### src/lpa_pkg.sv
`timescale 1ns / 1ps
`default_nettype none

package lpa_pkg;

   localparam int MODE_W      = 2;
   localparam int NUMBER_W    = 5;
   localparam int STATUS_W    = 2;
   localparam int MAX_RESULTS = 32;
   localparam int COUNT_W     = $clog2(MAX_RESULTS);

   typedef enum logic [MODE_W-1:0] {
      MODE_ALLOC  = 2'd0,
      MODE_DELETE = 2'd1,
      MODE_LIST   = 2'd2,
      MODE_UNUSED = 2'd3
   } mode_type;

   typedef enum logic [STATUS_W-1:0] {
      ST_OK         = 2'd0,
      ST_EXHAUSTED  = 2'd1,
      ST_NOT_ACTIVE = 2'd2,
      ST_EMPTY      = 2'd3
   } status_type;

   // which address the active link memory reads in the next cycle
   typedef enum logic [1:0] {
      RD_HEAD = 2'd0,
      RD_CUR  = 2'd1,
      RD_NEXT = 2'd2
   } rd_sel_type;

   typedef struct packed {
      logic [MODE_W-1:0]   mode;
      logic [NUMBER_W-1:0] entry_number;
   } req_type;

   typedef struct packed {
      logic [STATUS_W-1:0] status;
      logic [NUMBER_W-1:0] result_number;
      logic                last;
   } rsp_type;

   typedef struct packed {
      logic       init_step;
      logic       start;
      logic       alloc_commit;
      logic       del_step;
      logic       del_commit;
      logic       list_emit;
      logic       emit_err;
      status_type err_code;
      rd_sel_type act_rd_sel;
   } cmd_type;

   typedef struct packed {
      logic init_last;
      logic free_empty;
      logic active_empty;
      logic match;
      logic next_none;
      logic count_last;
      logic out_free;
   } sts_type;

endpackage

`default_nettype wire

### src/lpa_datapath.sv
`timescale 1ns / 1ps
`default_nettype none

module lpa_datapath #(
   parameter int POOL_ENTRIES = 32
) (
   input  wire logic             clock,
   input  wire logic             reset,
   input  wire lpa_pkg::cmd_type cmd,
   input  wire lpa_pkg::req_type req_data,
   output lpa_pkg::sts_type      sts,
   output logic                  rsp_valid,
   input  wire logic             rsp_stall,
   output lpa_pkg::rsp_type      rsp_data
);

   localparam int LINK_W = $clog2(POOL_ENTRIES + 1);
   localparam int ADDR_W = $clog2(POOL_ENTRIES);
   localparam int CMP_W  = (LINK_W > lpa_pkg::NUMBER_W) ? LINK_W : lpa_pkg::NUMBER_W;
   localparam logic [LINK_W-1:0] NONE = LINK_W'(POOL_ENTRIES);
   localparam logic [ADDR_W-1:0] INIT_LAST = ADDR_W'(POOL_ENTRIES - 1);
   localparam logic [lpa_pkg::COUNT_W-1:0] COUNT_LAST =
      lpa_pkg::COUNT_W'(lpa_pkg::MAX_RESULTS - 1);

   logic [LINK_W-1:0] free_links_ff [POOL_ENTRIES];
   logic [LINK_W-1:0] active_links_ff [POOL_ENTRIES];
   logic [LINK_W-1:0] free_rd_ff;
   logic [LINK_W-1:0] act_rd_ff;

   logic [LINK_W-1:0] free_head_ff, free_head_in;
   logic [LINK_W-1:0] active_head_ff, active_head_in;
   logic [LINK_W-1:0] cur_ff, cur_in;
   logic [LINK_W-1:0] prev_ff, prev_in;
   logic [lpa_pkg::NUMBER_W-1:0] want_ff, want_in;
   logic [lpa_pkg::COUNT_W-1:0]  count_ff, count_in;
   logic [ADDR_W-1:0] init_ff, init_in;
   logic              out_valid_ff, out_valid_in;
   lpa_pkg::rsp_type  out_data_ff, out_data_in;

   logic [LINK_W-1:0] act_rd_link;
   logic              free_we, act_we;
   logic [ADDR_W-1:0] free_wa, act_wa;
   logic [LINK_W-1:0] free_wd, act_wd;
   logic [CMP_W-1:0]  cur_wide, want_wide, free_head_wide;
   logic              out_free, load_out, list_last;

   assign cur_wide       = CMP_W'(cur_ff);
   assign want_wide      = CMP_W'(want_ff);
   assign free_head_wide = CMP_W'(free_head_ff);

   assign out_free  = !out_valid_ff || !rsp_stall;
   assign list_last = (act_rd_ff == NONE) || (count_ff == COUNT_LAST);
   assign load_out  = cmd.emit_err || cmd.alloc_commit || cmd.del_commit || cmd.list_emit;

   always_comb begin
      sts.init_last    = (init_ff == INIT_LAST);
      sts.free_empty   = (free_head_ff == NONE);
      sts.active_empty = (active_head_ff == NONE);
      sts.match        = (cur_wide == want_wide);
      sts.next_none    = (act_rd_ff == NONE);
      sts.count_last   = (count_ff == COUNT_LAST);
      sts.out_free     = out_free;
   end

   always_comb begin
      case (cmd.act_rd_sel)
         lpa_pkg::RD_CUR:  act_rd_link = cur_ff;
         lpa_pkg::RD_NEXT: act_rd_link = act_rd_ff;
         default:          act_rd_link = active_head_ff;
      endcase
   end

   // single write port per memory
   always_comb begin
      free_we = 1'b0;
      free_wa = init_ff;
      free_wd = LINK_W'(init_ff) + LINK_W'(1);
      act_we  = 1'b0;
      act_wa  = init_ff;
      act_wd  = NONE;
      if (cmd.init_step) begin
         free_we = 1'b1;
         act_we  = 1'b1;
      end
      if (cmd.alloc_commit) begin
         act_we = 1'b1;
         act_wa = free_head_ff[ADDR_W-1:0];
         act_wd = active_head_ff;
      end
      if (cmd.del_commit) begin
         free_we = 1'b1;
         free_wa = cur_ff[ADDR_W-1:0];
         free_wd = free_head_ff;
         // unlink from the predecessor unless the entry was the head
         if (prev_ff != NONE) begin
            act_we = 1'b1;
            act_wa = prev_ff[ADDR_W-1:0];
            act_wd = act_rd_ff;
         end
      end
   end

   always_ff @(posedge clock) begin
      if (free_we) begin
         free_links_ff[free_wa] <= free_wd;
      end
      free_rd_ff <= free_links_ff[free_head_ff[ADDR_W-1:0]];
   end

   always_ff @(posedge clock) begin
      if (act_we) begin
         active_links_ff[act_wa] <= act_wd;
      end
      act_rd_ff <= active_links_ff[act_rd_link[ADDR_W-1:0]];
   end

   always_comb begin
      free_head_in   = free_head_ff;
      active_head_in = active_head_ff;
      cur_in         = cur_ff;
      prev_in        = prev_ff;
      want_in        = want_ff;
      count_in       = count_ff;
      init_in        = init_ff;
      if (cmd.init_step) begin
         init_in = init_ff + ADDR_W'(1);
      end
      if (cmd.start) begin
         cur_in   = active_head_ff;
         prev_in  = NONE;
         want_in  = req_data.entry_number;
         count_in = '0;
      end
      if (cmd.alloc_commit) begin
         free_head_in   = free_rd_ff;
         active_head_in = free_head_ff;
      end
      if (cmd.del_step) begin
         prev_in = cur_ff;
         cur_in  = act_rd_ff;
      end
      if (cmd.del_commit) begin
         free_head_in = cur_ff;
         if (prev_ff == NONE) begin
            active_head_in = act_rd_ff;
         end
      end
      if (cmd.list_emit) begin
         cur_in   = act_rd_ff;
         count_in = count_ff + lpa_pkg::COUNT_W'(1);
      end
   end

   always_comb begin
      out_valid_in = out_valid_ff && rsp_stall;
      out_data_in  = out_data_ff;
      if (load_out) begin
         out_valid_in              = 1'b1;
         out_data_in.status        = lpa_pkg::ST_OK;
         out_data_in.result_number = cur_wide[lpa_pkg::NUMBER_W-1:0];
         out_data_in.last          = 1'b1;
         if (cmd.emit_err) begin
            out_data_in.status        = cmd.err_code;
            out_data_in.result_number = '0;
         end else if (cmd.alloc_commit) begin
            out_data_in.result_number = free_head_wide[lpa_pkg::NUMBER_W-1:0];
         end else if (cmd.list_emit) begin
            out_data_in.last = list_last;
         end
      end
   end

   always_ff @(posedge clock) begin
      if (reset) begin
         free_head_ff   <= '0;
         active_head_ff <= NONE;
         init_ff        <= '0;
         out_valid_ff   <= 1'b0;
      end else begin
         free_head_ff   <= free_head_in;
         active_head_ff <= active_head_in;
         init_ff        <= init_in;
         out_valid_ff   <= out_valid_in;
      end
      cur_ff      <= cur_in;
      prev_ff     <= prev_in;
      want_ff     <= want_in;
      count_ff    <= count_in;
      out_data_ff <= out_data_in;
   end

   assign rsp_valid = out_valid_ff;
   assign rsp_data  = out_data_ff;

   a_out_slot_free: assert property (@(posedge clock) disable iff (reset)
      load_out |-> out_free)
      else $error("result loaded while the output register is still occupied");

   a_heads_disjoint: assert property (@(posedge clock) disable iff (reset)
      (free_head_ff != active_head_ff) || (free_head_ff == NONE))
      else $error("one entry heads both the free and the active list");

endmodule

`default_nettype wire

### src/lpa_ctrl.sv
`timescale 1ns / 1ps
`default_nettype none

module lpa_ctrl (
   input  wire logic             clock,
   input  wire logic             reset,
   input  wire logic             req_valid,
   output logic                  req_stall,
   input  wire lpa_pkg::req_type req_data,
   input  wire lpa_pkg::sts_type sts,
   output lpa_pkg::cmd_type      cmd
);

   typedef enum logic [2:0] {
      S_INIT,
      S_IDLE,
      S_ALLOC,
      S_DEL,
      S_LIST
   } state_type;

   state_type state_ff, state_in;

   always_comb begin
      state_in       = state_ff;
      cmd            = '0;
      cmd.err_code   = lpa_pkg::ST_OK;
      cmd.act_rd_sel = lpa_pkg::RD_HEAD;
      req_stall      = 1'b1;
      unique case (state_ff)
         S_INIT: begin
            cmd.init_step = 1'b1;
            if (sts.init_last) begin
               state_in = S_IDLE;
            end
         end
         S_IDLE: begin
            req_stall = !sts.out_free;
            if (req_valid && sts.out_free) begin
               unique case (req_data.mode)
                  lpa_pkg::MODE_ALLOC: begin
                     if (sts.free_empty) begin
                        cmd.emit_err = 1'b1;
                        cmd.err_code = lpa_pkg::ST_EXHAUSTED;
                     end else begin
                        state_in = S_ALLOC;
                     end
                  end
                  lpa_pkg::MODE_DELETE: begin
                     cmd.start = 1'b1;
                     if (sts.active_empty) begin
                        cmd.emit_err = 1'b1;
                        cmd.err_code = lpa_pkg::ST_NOT_ACTIVE;
                     end else begin
                        state_in = S_DEL;
                     end
                  end
                  lpa_pkg::MODE_LIST: begin
                     cmd.start = 1'b1;
                     if (sts.active_empty) begin
                        cmd.emit_err = 1'b1;
                        cmd.err_code = lpa_pkg::ST_EMPTY;
                     end else begin
                        state_in = S_LIST;
                     end
                  end
                  default: begin
                     // unused mode: request dropped without a result
                  end
               endcase
            end
         end
         S_ALLOC: begin
            cmd.alloc_commit = 1'b1;
            state_in         = S_IDLE;
         end
         S_DEL: begin
            if (sts.match) begin
               cmd.del_commit = 1'b1;
               state_in       = S_IDLE;
            end else if (sts.next_none) begin
               cmd.emit_err = 1'b1;
               cmd.err_code = lpa_pkg::ST_NOT_ACTIVE;
               state_in     = S_IDLE;
            end else begin
               cmd.del_step   = 1'b1;
               cmd.act_rd_sel = lpa_pkg::RD_NEXT;
            end
         end
         S_LIST: begin
            if (sts.out_free) begin
               cmd.list_emit  = 1'b1;
               cmd.act_rd_sel = lpa_pkg::RD_NEXT;
               if (sts.next_none || sts.count_last) begin
                  state_in = S_IDLE;
               end
            end else begin
               // hold the read on the current entry while the output waits
               cmd.act_rd_sel = lpa_pkg::RD_CUR;
            end
         end
         default: begin
            state_in = S_IDLE;
         end
      endcase
   end

   always_ff @(posedge clock) begin
      if (reset) begin
         state_ff <= S_INIT;
      end else begin
         state_ff <= state_in;
      end
   end

   a_alloc_has_entry: assert property (@(posedge clock) disable iff (reset)
      (state_ff == S_ALLOC) |-> !sts.free_empty)
      else $error("allocate commit with an empty free list");

   a_walk_list_present: assert property (@(posedge clock) disable iff (reset)
      (state_ff == S_DEL || state_ff == S_LIST) |-> !sts.active_empty)
      else $error("active list walk started on an empty list");

endmodule

`default_nettype wire

### src/linked_pool_allocator.sv
// Pool allocator over POOL_ENTRIES numbered entries kept on a LIFO free list and an
// active list, both held as link memories with one write and one registered read
// port each. After reset the block sweeps both link memories, one entry per cycle,
// with req_stall high. An allocate request passes through the S_ALLOC state, which
// uses the registered read of the free link memory. A delete request walks the
// active list from the head, one link per cycle, until it finds the number or
// reaches the end; a number that is not active walks the whole list. A list
// request gives n results (at most 32), one link per cycle while the output
// register is free; rsp_stall holding the output register holds the walk. A
// request with a status-only outcome because the pool or the list is empty is
// answered from the idle state. A result waits in an output register, and the
// next request is taken while that register drains.
`timescale 1ns / 1ps
`default_nettype none

module linked_pool_allocator #(
   parameter int POOL_ENTRIES = 32
) (
   input  wire logic             clock,
   input  wire logic             reset,
   input  wire logic             req_valid,
   output logic                  req_stall,
   input  wire lpa_pkg::req_type req_data,
   output logic                  rsp_valid,
   input  wire logic             rsp_stall,
   output lpa_pkg::rsp_type      rsp_data
);

   lpa_pkg::cmd_type cmd;
   lpa_pkg::sts_type sts;

   lpa_ctrl u_ctrl (
      .clock     (clock),
      .reset     (reset),
      .req_valid (req_valid),
      .req_stall (req_stall),
      .req_data  (req_data),
      .sts       (sts),
      .cmd       (cmd)
   );

   lpa_datapath #(
      .POOL_ENTRIES (POOL_ENTRIES)
   ) u_datapath (
      .clock     (clock),
      .reset     (reset),
      .cmd       (cmd),
      .req_data  (req_data),
      .sts       (sts),
      .rsp_valid (rsp_valid),
      .rsp_stall (rsp_stall),
      .rsp_data  (rsp_data)
   );

endmodule

`default_nettype wire

### config.mk
export PLATFORM = sky130hd
export DESIGN_NAME = linked_pool_allocator
export DESIGN_NICKNAME = d
export VERILOG_FILES = /design/src/lpa_pkg.sv /design/src/lpa_datapath.sv /design/src/lpa_ctrl.sv /design/src/linked_pool_allocator.sv
export SDC_FILE = /design/constraint.sdc
export NUM_CORES = 1
export LEC_CHECK = 0
export BUFFER_PORTS_ARGS = -buffer_cell sky130_fd_sc_hd__buf_4
export CORE_ASPECT_RATIO = 0.9
export CORE_MARGIN = 3
export CORE_UTILIZATION = 68
export CTS_CLUSTER_DIAMETER = 80
export CTS_CLUSTER_SIZE = 20
export DETAILED_ROUTE_END_ITERATION = 12
export PLACE_DENSITY_LB_ADDON = 0.25
export SETUP_SLACK_MARGIN = 0.2
export SYNTH_ARGS = -nofsm -noshare
export SYNTH_HDL_FRONTEND = slang
export SYNTH_SLANG_ARGS = --single-unit
### constraint.sdc
create_clock -name clock -period 7.5 [get_ports clock]
set_input_delay 1.875 -clock clock [delete_from_list [all_inputs] [get_ports clock]]
set_output_delay 1.875 -clock clock [all_outputs]
set_load 0.005 [all_outputs]
# --- Yosys cells after proc, flatten, opt, wreduce, memory -nomap -nowiden ---
# Memories as Yosys holds them, arrays and structs flattened. A register that Yosys moved wholly into a read port is not among the register bits.
# Cells that the tools add are included.
totals:
  reg_bits: 51
  mem_count: 2
  ram_bits: 384
  output_inout_bits: 10
memory_table:
  columns: ["name", "words", "word_bits", "rd", "rd_ports_with_merged_regs", "wr", "line", "rtl"]
  rows:
  - ["u_datapath.active_links_ff", 32, 6, 1, 1, 1, "lpa_datapath.sv:26", "logic [LINK_W-1:0] active_links_ff [POOL_ENTRIES];"]
  - ["u_datapath.free_links_ff", 32, 6, 1, 1, 1, "lpa_datapath.sv:25", "logic [LINK_W-1:0] free_links_ff [POOL_ENTRIES];"]
classes:
  muxes: 66
  addsub: 3
  n_eq_ne: 25
  bitwise_logic: 1
  n_reduce_logical: 19
ops:
  columns: ["op", "count"]
  rows:
  - ["two-way mux 6 bit", 14]
  - ["two-way mux 3 bit", 14]
  - ["two-way mux 5 bit", 8]
  - ["equality test 6 bit (second input constant)", 4]
  - ["two-way mux 1 bit", 21]
  - ["one-hot mux 3 bit (3 select lines)", 2]
  - ["one-hot mux 3 bit (4 select lines)", 1]
  - ["adder 5 x 1 -> 5 bit (second input constant)", 2]
  - ["equality test 5 bit (second input constant)", 2]
  - ["one-hot mux 5 bit (2 select lines)", 1]
  - ["inequality test 3 bit (second input constant)", 3]
  - ["AND reduction 9 bit", 1]
  - ["adder 5 x 1 -> 6 bit (second input constant)", 1]
  - ["equality test 3 x 2 -> 1 bit (second input constant)", 2]
  - ["equality test 6 x 5 -> 1 bit", 1]
  - ["two-way mux 2 bit", 3]
  - ["inequality test 2 x 1 -> 1 bit (second input constant)", 3]
  - ["inequality test 6 bit (second input constant)", 1]
  - ["one-hot mux 3 bit (2 select lines)", 1]
  - ["nonzero test 2 bit", 3]
  - ["logical OR 1 bit", 5]
  - ["equality test 2 x 1 -> 1 bit (second input constant)", 2]
  - ["equality test 2 bit (second input constant)", 2]
  - ["inequality test 4 bit (second input constant)", 1]
  - ["other kinds (13)", 16]

# --- Longest topological paths before layout ---
depth:
  depth_word: 9
  depth_mapped: 18

# --- Modules after synthesis ---
# Synthesis repeated with hierarchy kept, for this count alone.
hier_totals:
  cells_unflattened: 1286
  area_unflattened_um2: 18665.4
by_module_without_submodules:
  columns: ["mod", "cells_each", "area_per_inst_um2", "n_inst", "seq_area_each_um2"]
  rows:
  - ["lpa_datapath", 1239, 18303.8, 1, 13032.5]
  - ["lpa_ctrl", 47, 361.6, 1, 60.1]

# --- Worst setup path after synthesis ---
# No wires, ideal clock.
synth_timing:
  path_kind: "input -> output"
  start: "in rsp_stall"
  end: "out req_stall"
  path_buffers: 0
  required_time_ns: 5.625
  stages: 3
  arrival_ns: 2.486
  slack_ns: 3.139
  path_cell_list: "and2_1 > nor4b_1 > inv_1"
synth_between:
  elab_chain_cells: 4
synth_lines:
  columns: ["item", "line", "rtl"]
  rows:
  - ["start: declaration", "linked_pool_allocator.sv:25", "input wire logic rsp_stall,"]
  - ["logical NOT 1 bit", "lpa_datapath.sv:51", "assign out_free = !out_valid_ff || !rsp_stall;"]
  - ["logical OR 1 bit", "lpa_datapath.sv:51", null]
  - ["logical NOT 1 bit", "lpa_ctrl.sv:38", "req_stall = !sts.out_free;"]
  - ["two-way mux 1 bit", "lpa_ctrl.sv:30", "unique case (state_ff)"]
  - ["end: declaration", "linked_pool_allocator.sv:22", "output logic req_stall,"]
# No other way between the ends.

# --- Worst setup path after layout ---
layout_timing:
  start: "reg u_datapath.cur_ff[1]"
  end: "reg u_datapath.act_rd_ff[1], read port of u_datapath.active_links_ff"
layout_between:
  elab_chain_cells: 5
  word_cells_on_any_way: 6
  classes_between: "eq/ne (3); mux (3)"
layout_lines:
  columns: ["item", "line", "rtl"]
  rows:
  - ["start: declaration", "lpa_datapath.sv:32", "logic [LINK_W-1:0] cur_ff, cur_in;"]
  - ["start signal: assignment", "lpa_datapath.sv:185", "cur_ff <= cur_in;"]
  - ["equality test 6 x 5 -> 1 bit", "lpa_datapath.sv:59", "sts.match = (cur_wide == want_wide);"]
  - ["two-way mux 5 bit", "lpa_ctrl.sv:78", "if (sts.match) begin"]
  - ["one-hot mux 2 bit (2 select lines)", "lpa_ctrl.sv:30", null]
  - ["equality test 2 bit / equality test 2 x 1 -> 1 bit (equally long branches)", "lpa_datapath.sv:66", "case (cmd.act_rd_sel)"]
  - ["one-hot mux 5 bit (2 select lines) *", "lpa_datapath.sv:66", null]
  - ["end: declaration", "lpa_datapath.sv:28", "logic [LINK_W-1:0] act_rd_ff;"]
# Mark *: on every way between the ends. The rest lies on a longest branch, timed or not.
# A chain may end at the register's enable or synchronous reset.

==> out/metrics.yaml <==
floorplanning:
  row_count: 56
  ios: 21
  die_x_um: 181
  fp.dieArea_mm2: 0.0294
  core_area_mm2: 0.0265
  die_h_um: 163
  start_util_pct: 70.4
power_and_ir_drop:
  p_sw_share_pct: 20.1
  p_int_uw: 3460
  switchingPower_uw: 869
  combPwrFrac_pct: 2.9
  power.density_mw_per_mm2: 218
  power_leakage_uw: 0.00641
  clkPwrFrac_pct: 33.3
  vdd_drop_max_mv: 0.218
  seqPwrFrac_pct: 63.7
placed_design:
  portBuffers: 20
  place_area_mm2: 0.0191
  hpwlAfterDp_um: 27900
  place_congestion: 0.901
setup_path:
  r2r_slack_ps: 1970
  cp_data_arrival_time_ps: 5980
  critPathLaunch: "u_datapath.cur_ff[1]"
  worst-setup-path-type: "reg2reg"
  endpoint: "u_datapath.act_rd_ff[1]"
  crit_required_ps: 7950
  critPathCaptureType: "flip-flop"
  reg2reg_from: "u_datapath.cur_ff[1]"
  worstSetupStartpointType: "flip-flop"
  reg2regPathDepth: 12
  crit_fanout: 30
  r2r-end: "u_datapath.act_rd_ff[1]"
clock_tree:
  clk_latency_ps: 560
  htree_levels: 1
  cts.clk_slew.worst_paths_ps: 90
  cts_buffers: 26
  clock_sinks: 447
  cts_buffer_depth: 3
  cts_tree: "built"
  cts_hold_buffers: 0
  post_cts_buffers: 0
  ctsResizeCount: 0
  root_buffer: "clkbuf_16"
finish:
  area_growth_syn_to_layout_pct: 6.35
  n_antenna_cell: 0
  final_nets: 1274
  drive_gt1_share_pct: 12.7
  fillers: 1597
  postLayoutCellArea_mm2: 0.0198
yosys:
  synth_common_cells: "edfxtp_1 (414), nand2_1 (148), nor2_1 (98)"
  synthFlopType: "edfxtp_1"
  synthAdderAreaFrac_pct: 0.738
  synth_top_area_cell: "edfxtp_1"
  ys_ff_latch: 447
  post_synth_num_cell_types: 71
  synth_edf_count: 414
  syn_inst: 1263
  syn-num-nets: 1285
  synthSimpleGateAreaFrac_pct: 10.2
  synthArstFlopShare_pct: 0
  yosysMostFrequentCell: "edfxtp_1"
  synth_top_family_by_area: "simple AND/OR/NAND/NOR gates"
  synth.area.top_cells: "edfxtp_1 (67%), mux4_2 (7.2%), dfxtp_1 (3.5%), nand2_1 (3.0%), nand3_1 (2.1%)"
  synth_compound_area_share_pct: 7.67
  synth_xor_area_share_pct: 0.517
  yosysWarnings: 0
  syn_avg_cell_area_um2: 14.8
  synth_mux_area_share_pct: 8.44
  yosysTopAreaCellShare_pct: 66.7
  yosysSeqAreaShare_pct: 70.2
  syn-cell-area_mm2: 0.0186
global_route:
  grt_pass1_wl_um: 66800
  use_met1_pct: 48.5
  overflow: 0
  top_usage_layer: "met1"
  grtUsageMet3_pct: 6.10
  grt_pass1_vias: 10800
  grt_max_degree: 54
  antenna_found_initial: 0
  grt.total_usage_pct: 30.0
  grtUsageMet2_pct: 44.2
timing:
  finalSetupViolations: 0
  fmax_mhz: 181
  rsz0062_at_grt: "no"
  skew_ps: 22.2
  finalCriticalPeriod_ps: 5530
  maxSlewViolCount: 0
  slew_headroom_pct: 7.44
  finalHoldViolCount: 0
  worst_pin_slew_ps: 1390
  period_share_pct: 73.7
  final.setup.tns_ps: 0
hold_path:
  hold_class: "reg2reg"
  worstHoldStart: "u_datapath.free_rd_ff[0]"
drt:
  firstDrtPassIters: 6
  drcViolationCount: 0
  wl_per_cell_um: 27.0
  wl_um: 43800
  drt-initial-drc-count: 2084
  vias: 11300
  viasPerCell: 7.00
  antenna_left: 0
status:
  status: "finished, final reports clean"
run:
  cap_violations: 0
sequential cells by signal, summed over array words and instances, names as in the netlist:
| signal | cells |
|---|---|
| u_datapath.free_links_ff | 192 |
| u_datapath.active_head_ff | 6 |
| u_datapath.free_rd_ff | 6 |
| u_datapath.prev_ff | 6 |
| u_datapath.init_ff | 5 |
| u_ctrl.state_ff | 3 |
| u_datapath.rsp_valid | 1 |
| u_datapath.active_links_ff | 192 |
| u_datapath.want_ff | 5 |
| u_datapath.count_ff | 5 |
| u_datapath.act_rd_ff | 6 |
| u_datapath.cur_ff | 6 |
| u_datapath.rsp_data | 8 |
| u_datapath.free_head_ff | 6 |
how the worst min path moves through the flow:
| stage | depth (start not counted) | slack, ps | endpoint |
|---|---|---|---|
| after floorplan | 2 | 440 | u_datapath.free_head_ff[0] |
| after global placement | 2 | 450 | u_datapath.free_head_ff[0] |
| after detailed placement | 2 | 460 | u_datapath.free_head_ff[0] |
| after CTS | 2 | 480 | u_datapath.free_head_ff[0] |
| after global routing | 2 | 520 | u_datapath.free_head_ff[0] |
| final | 2 | 480 | u_datapath.free_head_ff[0] |
per-stage QoR:
step	worst slack [ps]	total power [uW]	hold WS, ps	utilization, %	cells
finish	1970	4330	481	74.9	1620
CTS	2100	4340	476	74.9	1620
detailed placement	1840	2940	458	72.0	1572
floorplan	3140	2880	443	-	1263
global route	1670	4440	520	74.9	1620
global placement	2050	2930	450	72.0	1572
cell families after synthesis:
| group | count (synthesis) |
|---|---|
| flops | 447 |
| fa+ha+maj | 11 |
| compound gates | 215 |
| simple gates | 406 |
| buf+inv | 93 |
| mux | 80 |
| xor+xnor | 11 |
layout make-up:
| cell class | count | area (um^2) | area share, % |
|---|---|---|---|
| Tap cell | 348 | 435 | 2.20 |
| Sequential cell | 447 | 13100 | 66.0 |
| Inverter | 15 | 56.3 | 0.284 |
| Multi-Input combinational cell | 723 | 5180 | 26.1 |
| Clock inverter | 1 | 16.3 | 0.0820 |
| Clock buffer | 47 | 751 | 3.79 |
| Timing Repair Buffer | 39 | 293 | 1.48 |
routing by layer:
metal	vias up	share of wire, %
li1	4845	-
met1	5566	41
met2	853	44
met3	82	13
met4	0	1.9
met5	-	0
power by group through the flow:
stage / registers [uW] / logic, uW / clock network [uW]
6_report: 2760 / 127 / 1440
5_1_grt: 2760 / 136 / 1540
4_1_cts: 2760 / 125 / 1450
3_5_place_dp: 2810 / 125 / 0
3_3_place_gp: 2810 / 118 / 0
2_1_floorplan: 2800 / 74.2 / 0
cell usage in the layout (no fill, tap or decap), drive strengths merged, types with 3 or more instances in the layout:
master / Yosys / routed
o21bai: 3 / 3
a32oi: 9 / 9
a22oi: 6 / 6
or2: 3 / 3
nor4bb: 3 / 3
edfxtp: 414 / 414
nor3b: 3 / 3
o21ai: 40 / 40
o41a: 3 / 3
buf: 35 / 39
a221oi: 3 / 3
a21o: 5 / 5
and2: 11 / 11
a32o: 12 / 12
o31a: 6 / 6
o2111ai: 7 / 7
xor2: 7 / 7
mux2: 18 / 18
or3: 3 / 3
a211o: 6 / 6
o22ai: 3 / 3
a211oi: 10 / 10
nand2: 149 / 149
clkbuf: 43 / 47
nor3: 13 / 13
nand2b: 5 / 5
a31oi: 13 / 13
a22o: 5 / 5
xnor2: 4 / 4
and3: 21 / 21
inv: 15 / 15
dfxtp: 33 / 33
nand3: 77 / 77
mux4: 60 / 60
nor2: 100 / 100
nor2b: 6 / 6
ha: 11 / 11
a21oi: 72 / 72
worst max-delay path, cell delays in order (launching register included):
cell and delay (ps):
edfxtp_1 700, xor2_1 320, nor4_4 130, a21oi_1 190, nor2b_1 760, nor2_8 90, ha_1 530, a221o_1 810
nand2_1 880, a211oi_1 460, a211o_1 160, o2111ai_1 180, o31a_1 210
Note: power is estimated with default switching activity, not from simulation.
